===== src/srt_pkg.sv =====
// Shared types, opcodes and constants of the stamped recency table.
package srt_pkg;

   localparam int CAPACITY_DEF = 8;

   localparam logic [7:0] STAMP_LIMIT = 8'd255;

   localparam logic [1:0] OP_INSERT = 2'd0;
   localparam logic [1:0] OP_LOOKUP = 2'd1;
   localparam logic [1:0] OP_NEXT   = 2'd2;

   localparam logic STATUS_OK   = 1'b0;
   localparam logic STATUS_MISS = 1'b1;

   typedef struct packed {
      logic [1:0]  op;
      logic [63:0] key;
      logic [63:0] value;
      logic [7:0]  stamp_query;
   } req_type;

   typedef struct packed {
      logic        status;
      logic [63:0] found_key;
      logic [63:0] found_value;
      logic [7:0]  found_stamp;
      logic [7:0]  last_used;
   } rsp_type;

endpackage


===== src/srt_ram.sv =====
// Generic single-write, single-read RAM with registered read data.
module srt_ram #(
   parameter int WIDTH = 8,
   parameter int DEPTH = 8,
   localparam int AW = (DEPTH > 1) ? $clog2(DEPTH) : 1
) (
   input  logic             clock,
   input  logic             wr_en,
   input  logic [AW-1:0]    wr_addr,
   input  logic [WIDTH-1:0] wr_data,
   input  logic [AW-1:0]    rd_addr,
   output logic [WIDTH-1:0] rd_data
);

   logic [WIDTH-1:0] mem [DEPTH];
   logic [WIDTH-1:0] rd_data_ff;

   always_ff @(posedge clock) begin
      if (wr_en) begin
         mem[wr_addr] <= wr_data;
      end
      rd_data_ff <= mem[rd_addr];
   end

   assign rd_data = rd_data_ff;

endmodule


===== src/stamped_recency_table.sv =====
// Stamped recency table: keyed store of up to CAPACITY entries with 8-bit recency stamps.
//
// Takes one request at a time and answers each with exactly one response.
// Insert updates the value of a matching key, else appends, else (full)
// overwrites the entry with the lowest stamp; the touched entry gets stamp
// max+1 (0 in an empty table), which also becomes last_used. Lookup finds
// the entry holding a stamp; next finds the smallest stamp above the query,
// wrapping to the lowest. Requests that scan walk the stored entries through
// one read port per store and one compare datapath, one entry per cycle;
// op 3 and requests on an empty table skip the walk. When the highest stamp
// has reached 255 an insert first renumbers the stamps to their ranks, with
// one pivot read plus N compare reads per entry, for N entries held. The
// ranks go to a second stamp bank that then becomes the active one. A new
// request is taken while an earlier response still waits; the block stalls
// only when its next response is ready and the old one is still unclaimed.
module stamped_recency_table
   import srt_pkg::*;
#(
   parameter int CAPACITY = CAPACITY_DEF
) (
   input  logic    clock,
   input  logic    reset,
   input  logic    req_valid,
   output logic    req_ready,
   input  req_type req_data,
   output logic    rsp_valid,
   input  logic    rsp_ready,
   output rsp_type rsp_data
);

   localparam int IW = (CAPACITY > 1) ? $clog2(CAPACITY) : 1;  // entry index
   localparam int CW = $clog2(CAPACITY + 1);                   // entry count
   localparam int XW = CW + 1;                                 // read issue counter

   typedef enum logic [2:0] {
      ST_IDLE,
      ST_SCAN,
      ST_RANK,
      ST_WRITE,
      ST_FETCH,
      ST_FETCH_DATA,
      ST_MISS
   } state_type;

   state_type state_ff, state_in;

   req_type req_ff, req_in;
   rsp_type rsp_ff, rsp_in;
   logic    rsp_valid_ff, rsp_valid_in;

   logic [CW-1:0] count_ff, count_in;
   logic [7:0]    last_use_ff, last_use_in;
   logic          bank_ff, bank_in;          // which stamp RAM is live

   // read sequencing
   logic [XW-1:0] issue_ff, issue_in;
   logic          p_vld_ff, p_vld_in;        // read data arriving this cycle
   logic          p_pivot_ff, p_pivot_in;
   logic [IW-1:0] p_idx_ff, p_idx_in;

   // scan results
   logic          match_ff, match_in;
   logic [IW-1:0] match_idx_ff, match_idx_in;
   logic [7:0]    max_ff, max_in;
   logic [IW-1:0] min_idx_ff, min_idx_in;
   logic [7:0]    min_stamp_ff, min_stamp_in;
   logic          hit_ff, hit_in;
   logic [IW-1:0] hit_idx_ff, hit_idx_in;
   logic          have_ff, have_in;
   logic [IW-1:0] best_idx_ff, best_idx_in;
   logic [7:0]    best_stamp_ff, best_stamp_in;
   logic [IW-1:0] fetch_idx_ff, fetch_idx_in;
   logic [7:0]    stamp_new_ff, stamp_new_in;

   // renumbering
   logic [IW-1:0] rank_i_ff, rank_i_in;
   logic [7:0]    pivot_ff, pivot_in;
   logic [7:0]    rank_cnt_ff, rank_cnt_in;

   // memory side
   logic [IW-1:0] rd_addr;
   logic [63:0]   key_rd, val_rd;
   logic [7:0]    stamp0_rd, stamp1_rd, stamp_rd;
   logic          wr_now;                    // entry write in WRITE
   logic          rank_we;                   // rank write to idle bank
   logic [IW-1:0] slot;
   logic          out_free;
   logic          issuing;
   logic [XW-1:0] j_sel;
   logic [CW-1:0] count_m1;

   assign req_ready = (state_ff == ST_IDLE);
   assign rsp_valid = rsp_valid_ff;
   assign rsp_data  = rsp_ff;

   assign stamp_rd = bank_ff ? stamp1_rd : stamp0_rd;
   assign out_free = !rsp_valid_ff || rsp_ready;
   assign j_sel    = issue_ff - XW'(1);
   assign count_m1 = count_ff - CW'(1);

   // target entry of an insert: matched key, else append, else evict lowest
   always_comb begin
      if (match_ff) begin
         slot = match_idx_ff;
      end else if (count_ff < CW'(CAPACITY)) begin
         slot = count_ff[IW-1:0];
      end else begin
         slot = min_idx_ff;
      end
   end

   always_comb begin
      state_in      = state_ff;
      req_in        = req_ff;
      rsp_in        = rsp_ff;
      rsp_valid_in  = rsp_valid_ff;
      count_in      = count_ff;
      last_use_in   = last_use_ff;
      bank_in       = bank_ff;
      issue_in      = issue_ff;
      p_vld_in      = 1'b0;
      p_pivot_in    = 1'b0;
      p_idx_in      = p_idx_ff;
      match_in      = match_ff;
      match_idx_in  = match_idx_ff;
      max_in        = max_ff;
      min_idx_in    = min_idx_ff;
      min_stamp_in  = min_stamp_ff;
      hit_in        = hit_ff;
      hit_idx_in    = hit_idx_ff;
      have_in       = have_ff;
      best_idx_in   = best_idx_ff;
      best_stamp_in = best_stamp_ff;
      fetch_idx_in  = fetch_idx_ff;
      stamp_new_in  = stamp_new_ff;
      rank_i_in     = rank_i_ff;
      pivot_in      = pivot_ff;
      rank_cnt_in   = rank_cnt_ff;
      rd_addr       = '0;
      wr_now        = 1'b0;
      rank_we       = 1'b0;
      issuing       = 1'b0;

      if (rsp_valid_ff && rsp_ready) begin
         rsp_valid_in = 1'b0;
      end

      unique case (state_ff)
         ST_IDLE: begin
            if (req_valid) begin
               req_in    = req_data;
               match_in  = 1'b0;
               hit_in    = 1'b0;
               have_in   = 1'b0;
               max_in    = '0;
               issue_in  = '0;
               rank_i_in = '0;
               case (req_data.op) inside
                  OP_INSERT: begin
                     if (count_ff == '0) begin
                        stamp_new_in = '0;
                        state_in     = ST_WRITE;
                     end else begin
                        state_in = ST_SCAN;
                     end
                  end
                  OP_LOOKUP, OP_NEXT: begin
                     state_in = (count_ff == '0) ? ST_MISS : ST_SCAN;
                  end
                  default: begin
                     state_in = ST_MISS;
                  end
               endcase
            end
         end

         ST_SCAN: begin
            issuing = (issue_ff < XW'(count_ff));
            if (issuing) begin
               rd_addr  = issue_ff[IW-1:0];
               p_vld_in = 1'b1;
               p_idx_in = issue_ff[IW-1:0];
               issue_in = issue_ff + XW'(1);
            end
            if (p_vld_ff) begin
               if (req_ff.op == OP_INSERT && key_rd == req_ff.key && !match_ff) begin
                  match_in     = 1'b1;
                  match_idx_in = p_idx_ff;
               end
               if (stamp_rd > max_ff) begin
                  max_in = stamp_rd;
               end
               if (p_idx_ff == '0 || stamp_rd < min_stamp_ff) begin
                  min_idx_in   = p_idx_ff;
                  min_stamp_in = stamp_rd;
               end
               if (stamp_rd == req_ff.stamp_query && !hit_ff) begin
                  hit_in     = 1'b1;
                  hit_idx_in = p_idx_ff;
               end
               if (stamp_rd > req_ff.stamp_query &&
                   (!have_ff || stamp_rd < best_stamp_ff)) begin
                  have_in       = 1'b1;
                  best_idx_in   = p_idx_ff;
                  best_stamp_in = stamp_rd;
               end
            end
            if (!issuing && !p_vld_ff) begin
               case (req_ff.op)
                  OP_INSERT: begin
                     if (max_ff == STAMP_LIMIT) begin
                        issue_in  = '0;
                        rank_i_in = '0;
                        state_in  = ST_RANK;
                     end else begin
                        stamp_new_in = max_ff + 8'd1;
                        state_in     = ST_WRITE;
                     end
                  end
                  OP_LOOKUP: begin
                     fetch_idx_in = hit_idx_ff;
                     state_in     = hit_ff ? ST_FETCH : ST_MISS;
                  end
                  OP_NEXT: begin
                     fetch_idx_in = have_ff ? best_idx_ff : min_idx_ff;
                     state_in     = ST_FETCH;
                  end
                  default: begin
                     state_in = ST_MISS;
                  end
               endcase
            end
         end

         // per entry: read its stamp as pivot, then count stamps ranked below
         ST_RANK: begin
            issuing = (issue_ff <= XW'(count_ff));
            if (issuing) begin
               rd_addr    = (issue_ff == '0) ? rank_i_ff : j_sel[IW-1:0];
               p_vld_in   = 1'b1;
               p_pivot_in = (issue_ff == '0);
               p_idx_in   = rd_addr;
               issue_in   = issue_ff + XW'(1);
            end
            if (p_vld_ff) begin
               if (p_pivot_ff) begin
                  pivot_in    = stamp_rd;
                  rank_cnt_in = '0;
               end else if (stamp_rd < pivot_ff ||
                            (stamp_rd == pivot_ff && p_idx_ff < rank_i_ff)) begin
                  rank_cnt_in = rank_cnt_ff + 8'd1;
               end
            end
            if (!issuing && !p_vld_ff) begin
               rank_we = 1'b1;
               if (CW'(rank_i_ff) == count_m1) begin
                  bank_in      = !bank_ff;
                  stamp_new_in = 8'(count_ff);   // highest rank is count-1
                  state_in     = ST_WRITE;
               end else begin
                  rank_i_in = rank_i_ff + IW'(1);
                  issue_in  = '0;
               end
            end
         end

         ST_WRITE: begin
            if (out_free) begin
               wr_now              = 1'b1;
               rsp_valid_in        = 1'b1;
               rsp_in.status       = STATUS_OK;
               rsp_in.found_key    = req_ff.key;
               rsp_in.found_value  = req_ff.value;
               rsp_in.found_stamp  = stamp_new_ff;
               rsp_in.last_used    = stamp_new_ff;
               last_use_in         = stamp_new_ff;
               if (!match_ff && count_ff < CW'(CAPACITY)) begin
                  count_in = count_ff + CW'(1);
               end
               state_in = ST_IDLE;
            end
         end

         ST_FETCH: begin
            rd_addr  = fetch_idx_ff;
            state_in = ST_FETCH_DATA;
         end

         ST_FETCH_DATA: begin
            rd_addr = fetch_idx_ff;      // hold read data while stalled
            if (out_free) begin
               rsp_valid_in        = 1'b1;
               rsp_in.status       = STATUS_OK;
               rsp_in.found_key    = key_rd;
               rsp_in.found_value  = val_rd;
               rsp_in.found_stamp  = stamp_rd;
               rsp_in.last_used    = last_use_ff;
               state_in            = ST_IDLE;
            end
         end

         ST_MISS: begin
            if (out_free) begin
               rsp_valid_in        = 1'b1;
               rsp_in.status       = STATUS_MISS;
               rsp_in.found_key    = '0;
               rsp_in.found_value  = '0;
               rsp_in.found_stamp  = '0;
               rsp_in.last_used    = last_use_ff;
               state_in            = ST_IDLE;
            end
         end

         default: begin
            state_in = ST_IDLE;
         end
      endcase
   end

   always_ff @(posedge clock) begin
      if (reset) begin
         state_ff     <= ST_IDLE;
         rsp_valid_ff <= 1'b0;
         count_ff     <= '0;
         last_use_ff  <= '0;
         bank_ff      <= 1'b0;
         p_vld_ff     <= 1'b0;
      end else begin
         state_ff     <= state_in;
         rsp_valid_ff <= rsp_valid_in;
         count_ff     <= count_in;
         last_use_ff  <= last_use_in;
         bank_ff      <= bank_in;
         p_vld_ff     <= p_vld_in;
      end
      req_ff        <= req_in;
      rsp_ff        <= rsp_in;
      issue_ff      <= issue_in;
      p_pivot_ff    <= p_pivot_in;
      p_idx_ff      <= p_idx_in;
      match_ff      <= match_in;
      match_idx_ff  <= match_idx_in;
      max_ff        <= max_in;
      min_idx_ff    <= min_idx_in;
      min_stamp_ff  <= min_stamp_in;
      hit_ff        <= hit_in;
      hit_idx_ff    <= hit_idx_in;
      have_ff       <= have_in;
      best_idx_ff   <= best_idx_in;
      best_stamp_ff <= best_stamp_in;
      fetch_idx_ff  <= fetch_idx_in;
      stamp_new_ff  <= stamp_new_in;
      rank_i_ff     <= rank_i_in;
      pivot_ff      <= pivot_in;
      rank_cnt_ff   <= rank_cnt_in;
   end

   // Stores. The live stamp bank takes entry writes; the idle one takes ranks.
   logic          s0_we, s1_we;
   logic [IW-1:0] s_wr_addr;
   logic [7:0]    s_wr_data;

   assign s0_we     = (wr_now && !bank_ff) || (rank_we && bank_ff);
   assign s1_we     = (wr_now && bank_ff) || (rank_we && !bank_ff);
   assign s_wr_addr = wr_now ? slot : rank_i_ff;
   assign s_wr_data = wr_now ? stamp_new_ff : rank_cnt_ff;

   srt_ram #(.WIDTH(64), .DEPTH(CAPACITY)) u_key_ram (
      .clock   (clock),
      .wr_en   (wr_now),
      .wr_addr (slot),
      .wr_data (req_ff.key),
      .rd_addr (rd_addr),
      .rd_data (key_rd)
   );

   srt_ram #(.WIDTH(64), .DEPTH(CAPACITY)) u_value_ram (
      .clock   (clock),
      .wr_en   (wr_now),
      .wr_addr (slot),
      .wr_data (req_ff.value),
      .rd_addr (rd_addr),
      .rd_data (val_rd)
   );

   srt_ram #(.WIDTH(8), .DEPTH(CAPACITY)) u_stamp0_ram (
      .clock   (clock),
      .wr_en   (s0_we),
      .wr_addr (s_wr_addr),
      .wr_data (s_wr_data),
      .rd_addr (rd_addr),
      .rd_data (stamp0_rd)
   );

   srt_ram #(.WIDTH(8), .DEPTH(CAPACITY)) u_stamp1_ram (
      .clock   (clock),
      .wr_en   (s1_we),
      .wr_addr (s_wr_addr),
      .wr_data (s_wr_data),
      .rd_addr (rd_addr),
      .rd_data (stamp1_rd)
   );

endmodule

===== config.mk =====
export PLATFORM = sky130hd
export DESIGN_NAME = stamped_recency_table
export DESIGN_NICKNAME = d
export VERILOG_FILES = /design/src/srt_pkg.sv /design/src/srt_ram.sv /design/src/stamped_recency_table.sv
export SDC_FILE = /design/constraint.sdc
export NUM_CORES = 2
export LEC_CHECK = 0
export ABC_AREA = 0
export BUFFER_PORTS_ARGS = -buffer_cell sky130_fd_sc_hd__buf_4
export CAP_MARGIN = 30
export CORE_UTILIZATION = 60
export DETAILED_ROUTE_END_ITERATION = 12
export PLACE_DENSITY = 0.78
export SLEW_MARGIN = 5
export SYNTH_ARGS = -nofsm -noshare
export SYNTH_HDL_FRONTEND = slang
export SYNTH_SLANG_ARGS = --single-unit

===== constraint.sdc =====
create_clock -name clock -period 10.15 [get_ports clock]
set_input_delay 0.5075 -clock clock [delete_from_list [all_inputs] [get_ports clock]]
set_output_delay 0.5075 -clock clock [all_outputs]
set_load 0.01 [all_outputs]

# After elaboration in Yosys (flattened, before gate mapping)
# Memories as Yosys holds them, arrays and structs flattened. A register that Yosys moved wholly into a read port is not among the register bits.
# Cells that the tools add are included.
[word_totals] reg_bits=379 ram_bits=1152 n_memories=4 elab_cells=240 input_bits=142
[op_classes] n_lt_le_gt_ge=9 n_mux=87 add_sub_neg=7 eq_ne=36 n_reduce_logical=64
[mem_list] memory="u_key_ram.mem" depth=8 word_bits=64 read_ports=1 rd_ports_with_merged_regs=1 write_ports=1 line_no="srt_ram.sv:15" rtl="logic [WIDTH-1:0] mem [DEPTH];"
[mem_list] memory="u_value_ram.mem" depth=8 word_bits=64 read_ports=1 rd_ports_with_merged_regs=1 write_ports=1 line_no="srt_ram.sv:15"
[mem_list] memory="u_stamp0_ram.mem" depth=8 word_bits=8 read_ports=1 rd_ports_with_merged_regs=1 write_ports=1 line_no="srt_ram.sv:15"
[mem_list] memory="u_stamp1_ram.mem" depth=8 word_bits=8 read_ports=1 rd_ports_with_merged_regs=1 write_ports=1 line_no="srt_ram.sv:15"
[op_table] cell="$mux W145" count=3
[op_table] cell="$pmux W145 S3" count=1
[op_table] cell="$mux W8" count=14
[op_table] cell="$mux W3" count=23
[op_table] cell="$eq A64 B64 Y1" count=1
[op_table] cell="$mux W5" count=8
[op_table] cell="$ne A2 B2 Y1 const B" count=18
[op_table] cell="$reduce_and A3 Y1" count=10
[op_table] cell="$pmux W3 S3" count=3
[op_table] cell="$lt A8 B8 Y1" count=3
[op_table] cell="$pmux W8 S3" count=1
[op_table] cell="$mux W1" count=23
[op_table] cell="$reduce_and A4 Y1" count=5
[op_table] cell="$add A8 B1 Y8 const B" count=2
[op_table] cell="$eq A8 B8 Y1" count=2
[op_table] cell="$gt A8 B8 Y1" count=2
[op_table] cell="$pmux W8 S2" count=1
[op_table] cell="$pmux W3 S5" count=1
[op_table] cell="$pmux W5 S3" count=1
[op_table] cell="$logic_and A1 B1 Y1" count=13
[op_table] cell="$pmux W3 S2" count=2
[op_table] cell="$eq A3 B3 Y1 const B" count=3
[op_table] cell="$reduce_and A9 Y1" count=1
[op_table] cell="$eq A8 B8 Y1 const B" count=1
[op_table] cell="30 further kinds" count=61

# Depth between registers and ports, before layout
[logic_depth] word_depth=9 mapped_depth=17 mapped_depth_nobuf=12

# Hierarchy
# Synthesis repeated with hierarchy kept, for this count alone.
[hier_totals] cells_unflattened=3052 area_unflattened_um2=63086.8
[by_module_without_submodules] mod="srt_ram (u_key_ram ...)" instances=2 area_per_inst_um2=20547.2 cells_per_inst=816 seq_area_each_um2=16656.0
[by_module_without_submodules] mod="stamped_recency_table" instances=1 area_per_inst_um2=16609.7 cells_per_inst=1192 seq_area_each_um2=11190.7
[by_module_without_submodules] mod="srt_ram (u_stamp0_ram ...)" instances=2 area_per_inst_um2=2691.3 cells_per_inst=114 seq_area_each_um2=2082.0

# Least setup slack after synthesis
# Ideal clock, no wire load.
[synth_timing] path_kind="register -> register" start="reg state_ff[2]" end="reg rsp_ff (netlist bit rsp_data[0]) (enable)" path_buffers=2 path_stages_with_launch=8 required_ns=9.499 setup_slack_ns=2.166 arrival_ns=7.333 cell_sequence="dfxtp_1 -> buf_2 -> nor2b_1 -> and2_1 -> clkbuf_1 -> or2_2 -> a21oi_1 -> nor2_1"
[synth_via] elab_chain_len=3
[synth_rtl] element="start: declaration" line_no="stamped_recency_table.sv:45" rtl="state_type state_ff, state_in;"
[synth_rtl] element="start signal: assignment" line_no="stamped_recency_table.sv:329" rtl="state_ff <= state_in;"
[synth_rtl] element="$eq A3 B2 Y1 or $eq A3 B3 Y1 (tied branches)" line_no="stamped_recency_table.sv:148" rtl="unique case (state_ff)"
[synth_rtl] element="$ne A2 B2 Y1 (no line) or $reduce_bool A3 Y1 (tied branches)"
[synth_rtl] element="$reduce_and A4 Y1 (no line) (*)"
[synth_rtl] element="end signal: assignment" line_no="stamped_recency_table.sv:337" rtl="rsp_ff <= rsp_in;"
[synth_rtl] element="end: declaration" line_no="stamped_recency_table.sv:48" rtl="rsp_type rsp_ff, rsp_in;"
# Every way passes the cells marked *; elsewhere a longest branch is shown, timed or not.
# A chain may end at the register's enable or synchronous reset.

# Worst setup path in the final report
[layout_timing] start="reg count_ff[3]" end="reg u_stamp1_ram.rd_data_ff[6], in the netlist u_stamp1_ram.rd_data[6] (read register of u_stamp1_ram.mem)"
[layout_via] elab_chain_len=3
[layout_rtl] element="start: declaration" line_no="stamped_recency_table.sv:51" rtl="logic [CW-1:0] count_ff, count_in;"
[layout_rtl] element="start signal: assignment" line_no="stamped_recency_table.sv:331" rtl="count_ff <= count_in;"
[layout_rtl] element="$le A5 B4 Y1 or $lt A5 B4 Y1 (tied branches)" line_no="stamped_recency_table.sv:237, stamped_recency_table.sv:178"
[layout_rtl] element="$mux W3 (on tied branches)" line_no="stamped_recency_table.sv:238, stamped_recency_table.sv:179"
[layout_rtl] element="$pmux W3 S3 (*)" line_no="stamped_recency_table.sv:148"
[layout_rtl] element="end: declaration" line_no="srt_ram.sv:16" rtl="logic [WIDTH-1:0] rd_data_ff;"
# Marked as above.

==> impl_metrics.toml <==
[sta]
period_needed_ns = 5.304
finalHoldViolCount = 0
tightest_slew_ns = 1.134
slew_headroom = 0.2440
rsz0062_at_grt = "no"
setup-violations-final = 0
setup_tns_ns = 0
fin_crit_sh = 0.5226
fin_skew_ns = 0.02944
maxSlewViolCount = 0
fmax_mhz = 188.5

[power]
power_density_mw_per_mm2 = 278.0
total_power_mw = 21.37
peakVddDrop_v = 0.0002929
leakage_nw = 27.79

[synth]
syn_nets = 4409
synth-edff-count = 1512
synth.avg_cell_area_um2 = 15.76
synth.distinct_cells = 75
netlist_area_mm2 = 0.06633
ys.warnings.count = 0
synthFlopType = "edfxtp_1"
synth-seq-area-share = 0.7337
async_flop_share = 0
syn_inst = 4208
ys_ff_latch = 1675

[grt]
antenna_found_initial = 6
grt_pass1_vias = 40870
grt_overflow = 0
grt_pass1_wl_mm = 253.3
grt_util_all_layers = 0.3034
grt_max_degree = 211

[clocking]
clock_sinks = 1675
cts_tree = "done"
cts_buffer_depth = 3
postCtsResizedCells = 0
numCtsBuffers = 165
worstSkewPairLatency_ns = 0.77
root_buffer = "clkbuf_16"
cts_max_level = 4
clk_pin_slew_ns = 0.06

[final_layout]
final_area_mm2 = 0.07686
utilization = 0.7042
syn_to_final_growth_pct = 15.88
final_cell_mix = "edfxtp_1 (1512), nand2_1 (383), buf_4 (336), mux2i_1 (307), clkbuf_16 (168)"
fill_cells = 6749
drive_gt1_frac = 0.1421
layout_commonest_cell = "edfxtp_1"
final_nets = 4754
diodes = 0

[detailed_routing]
dr.first_iter.drc_count = 5202
wire_per_inst_um = 27.77
drc_errors = 0
routed_wl_mm = 171.3
vias_per_cell = 6.692
ant_nets = 0
dr_total_vias = 41280
firstDrtPassIters = 6

[worst_setup_path]
crit_path_cell_trace = "inv_1 > ha_1 > nand3_1 > o221ai_2 > inv_6 > buf_16 > ha_1 > nand3b_1 > a21o_4 > buf_4 > buf_4 > nand2_1 > o211ai_1 > o32ai_1 > a221oi_1"
critPathKind = "register to register"
cp_top_family = "buffers and inverters"
arrival_ns = 5.95
slowest_delay_ns = 0.70
crit_required_ns = 10.79
r2r_slack_ns = 4.85
cp-end-kind = "register"
crit_slowest_cell = "buf_4"
path_buf_inv = 5
crit_fanout = 75
start_kind = "register"

[outcome]
status = "complete, no violations"

[placement]
dp_hpwl_mm = 87.01
port_buffers = 288
gp_congestion = 0.8724
placed_area_mm2 = 0.06988

[die]
rows = 121
pin_count = 289
dieArea_mm2 = 0.1119
start_util = 0.6077
die_x_um = 334.5
fp.dieH_um = 334.5
coreArea_mm2 = 0.1092

[run]
maxCapViolCount = 0

[worst_hold_path]
min_path_type = "primary input to register"
## cells in the mapped netlist (50+ instances only)
| cell type | instances | area (µm²) |
|---|---|---|
| o32ai_1 | 144 | 1261 |
| clkbuf_1 | 218 | 818.3 |
| xnor2_1 | 64 | 560.5 |
| nand2_1 | 383 | 1438 |
| mux2i_1 | 308 | 3083 |
| a22o_1 | 125 | 1095 |
| o2111ai_1 | 146 | 1279 |
| ha_1 | 59 | 738.2 |
| dfxtp_1 | 163 | 3263 |
| nor2_1 | 74 | 277.8 |
| o211ai_1 | 149 | 1119 |
| inv_1 | 70 | 262.8 |
| a21boi_0 | 147 | 1104 |
| edfxtp_1 | 1512 | 45400 |
| buf_2 | 50 | 250.2 |
| a221oi_1 | 115 | 1007 |
| and3_1 | 152 | 950.9 |
## report_power, final
part / leakage (nW) / switching, mW / internal [mW] / total [mW]
Sequential: 15.1 / 0.715 / 8.75 / 9.47
Combinational: 10.1 / 3.78 / 2.00 / 5.79
Clock: 2.66 / 2.55 / 3.57 / 6.12
Total: 27.8 / 7.05 / 14.3 / 21.4
## per-layer routing
| metal | GRT usage | part of all wire |
|---|---|---|
| met1 | 0.4093 | 0.38 |
| met2 | 0.4889 | 0.48 |
| met3 | 0.05615 | 0.10 |
| met4 | 0.1260 | 0.036 |
| met5 | 0 | 0.000093 |
## timing repair
item,4_1_cts,5_1_grt
hold buffers,138,0
setup endpoints to repair,0,0
hold endpoints to repair,138,0
buffers inserted,0,0
## stage by stage
stage                     instances  hold WS, ns  setup slack, ns
after CTS                      6163      0.05866            4.891
after floorplan                4208       0.4366            2.166
after global routing           6169      0.08018            4.550
after global placement         5710       0.4427            4.672
after detailed placement       5718       0.4486            4.923
final                          6169      0.09340            4.846
## sequential cells by signal (all words and copies together) (netlist names), 5 cells and up
name and count:
rsp_data 145, min_stamp_ff 8, last_use_ff 8, req_ff 138, u_value_ram.rd_data 64, u_stamp1_ram.rd_data 8
u_stamp1_ram.mem 64, u_value_ram.mem 512, pivot_ff 8, max_ff 8, u_stamp0_ram.mem 64, best_stamp_ff 8
rank_cnt_ff 8, u_stamp0_ram.rd_data 8, u_key_ram.rd_data 64, issue_ff 5, stamp_new_ff 8, u_key_ram.mem 512
## cell families after synthesis
family / synth area share
XOR/XNOR: 0.01017
adder cells (fa/ha/maj): 0.01113
AND/OR/NAND/NOR: 0.05018
buffers and inverters: 0.02477
multiplexers: 0.04688
flip-flops: 0.7337
AO/OA/AOI/OAI: 0.1232
## cell type report
cell class                 count  area (µm²)  area share
sequential                  1675       48670      0.6332
multi-input combinational   2142       16190      0.2106
clock buffer                 229        4623     0.06015
timing repair buffer         497        4432     0.05766
tap                         1476        1847     0.02403
clock inverter                78       823.3     0.01071
inverter                      72       280.3    0.003646
## worst reg2reg max path, cell delays in order, from the launching register on
cell      delay [ns]
dfxtp_1         0.46
inv_1           0.18
ha_1            0.34
nand3_1         0.14
o221ai_2        0.46
inv_6           0.22
buf_16          0.31
ha_1            0.29
nand3b_1        0.17
a21o_4          0.40
buf_4           0.69
buf_4           0.74
nand2_1         0.15
o211ai_1        0.22
o32ai_1         0.13
a221oi_1        0.29
## final timing paths
path                                             startpoint                         endpoint  depth (start not counted)
worst max-delay path               count_ff[3]$_SDFFE_PP0P_  u_stamp1_ram.rd_data[6]$_DFF_P_                         15
worst min-delay path                                  reset         state_ff[1]$_SDFFE_PP0P_                          2
worst max register to register     count_ff[3]$_SDFFE_PP0P_  u_stamp1_ram.rd_data[6]$_DFF_P_                         15
worst min register to register  last_use_ff[7]$_SDFFE_PP0P_      last_use_ff[7]$_SDFFE_PP0P_                          2
Note: power is estimated with default switching activity, not from simulation.
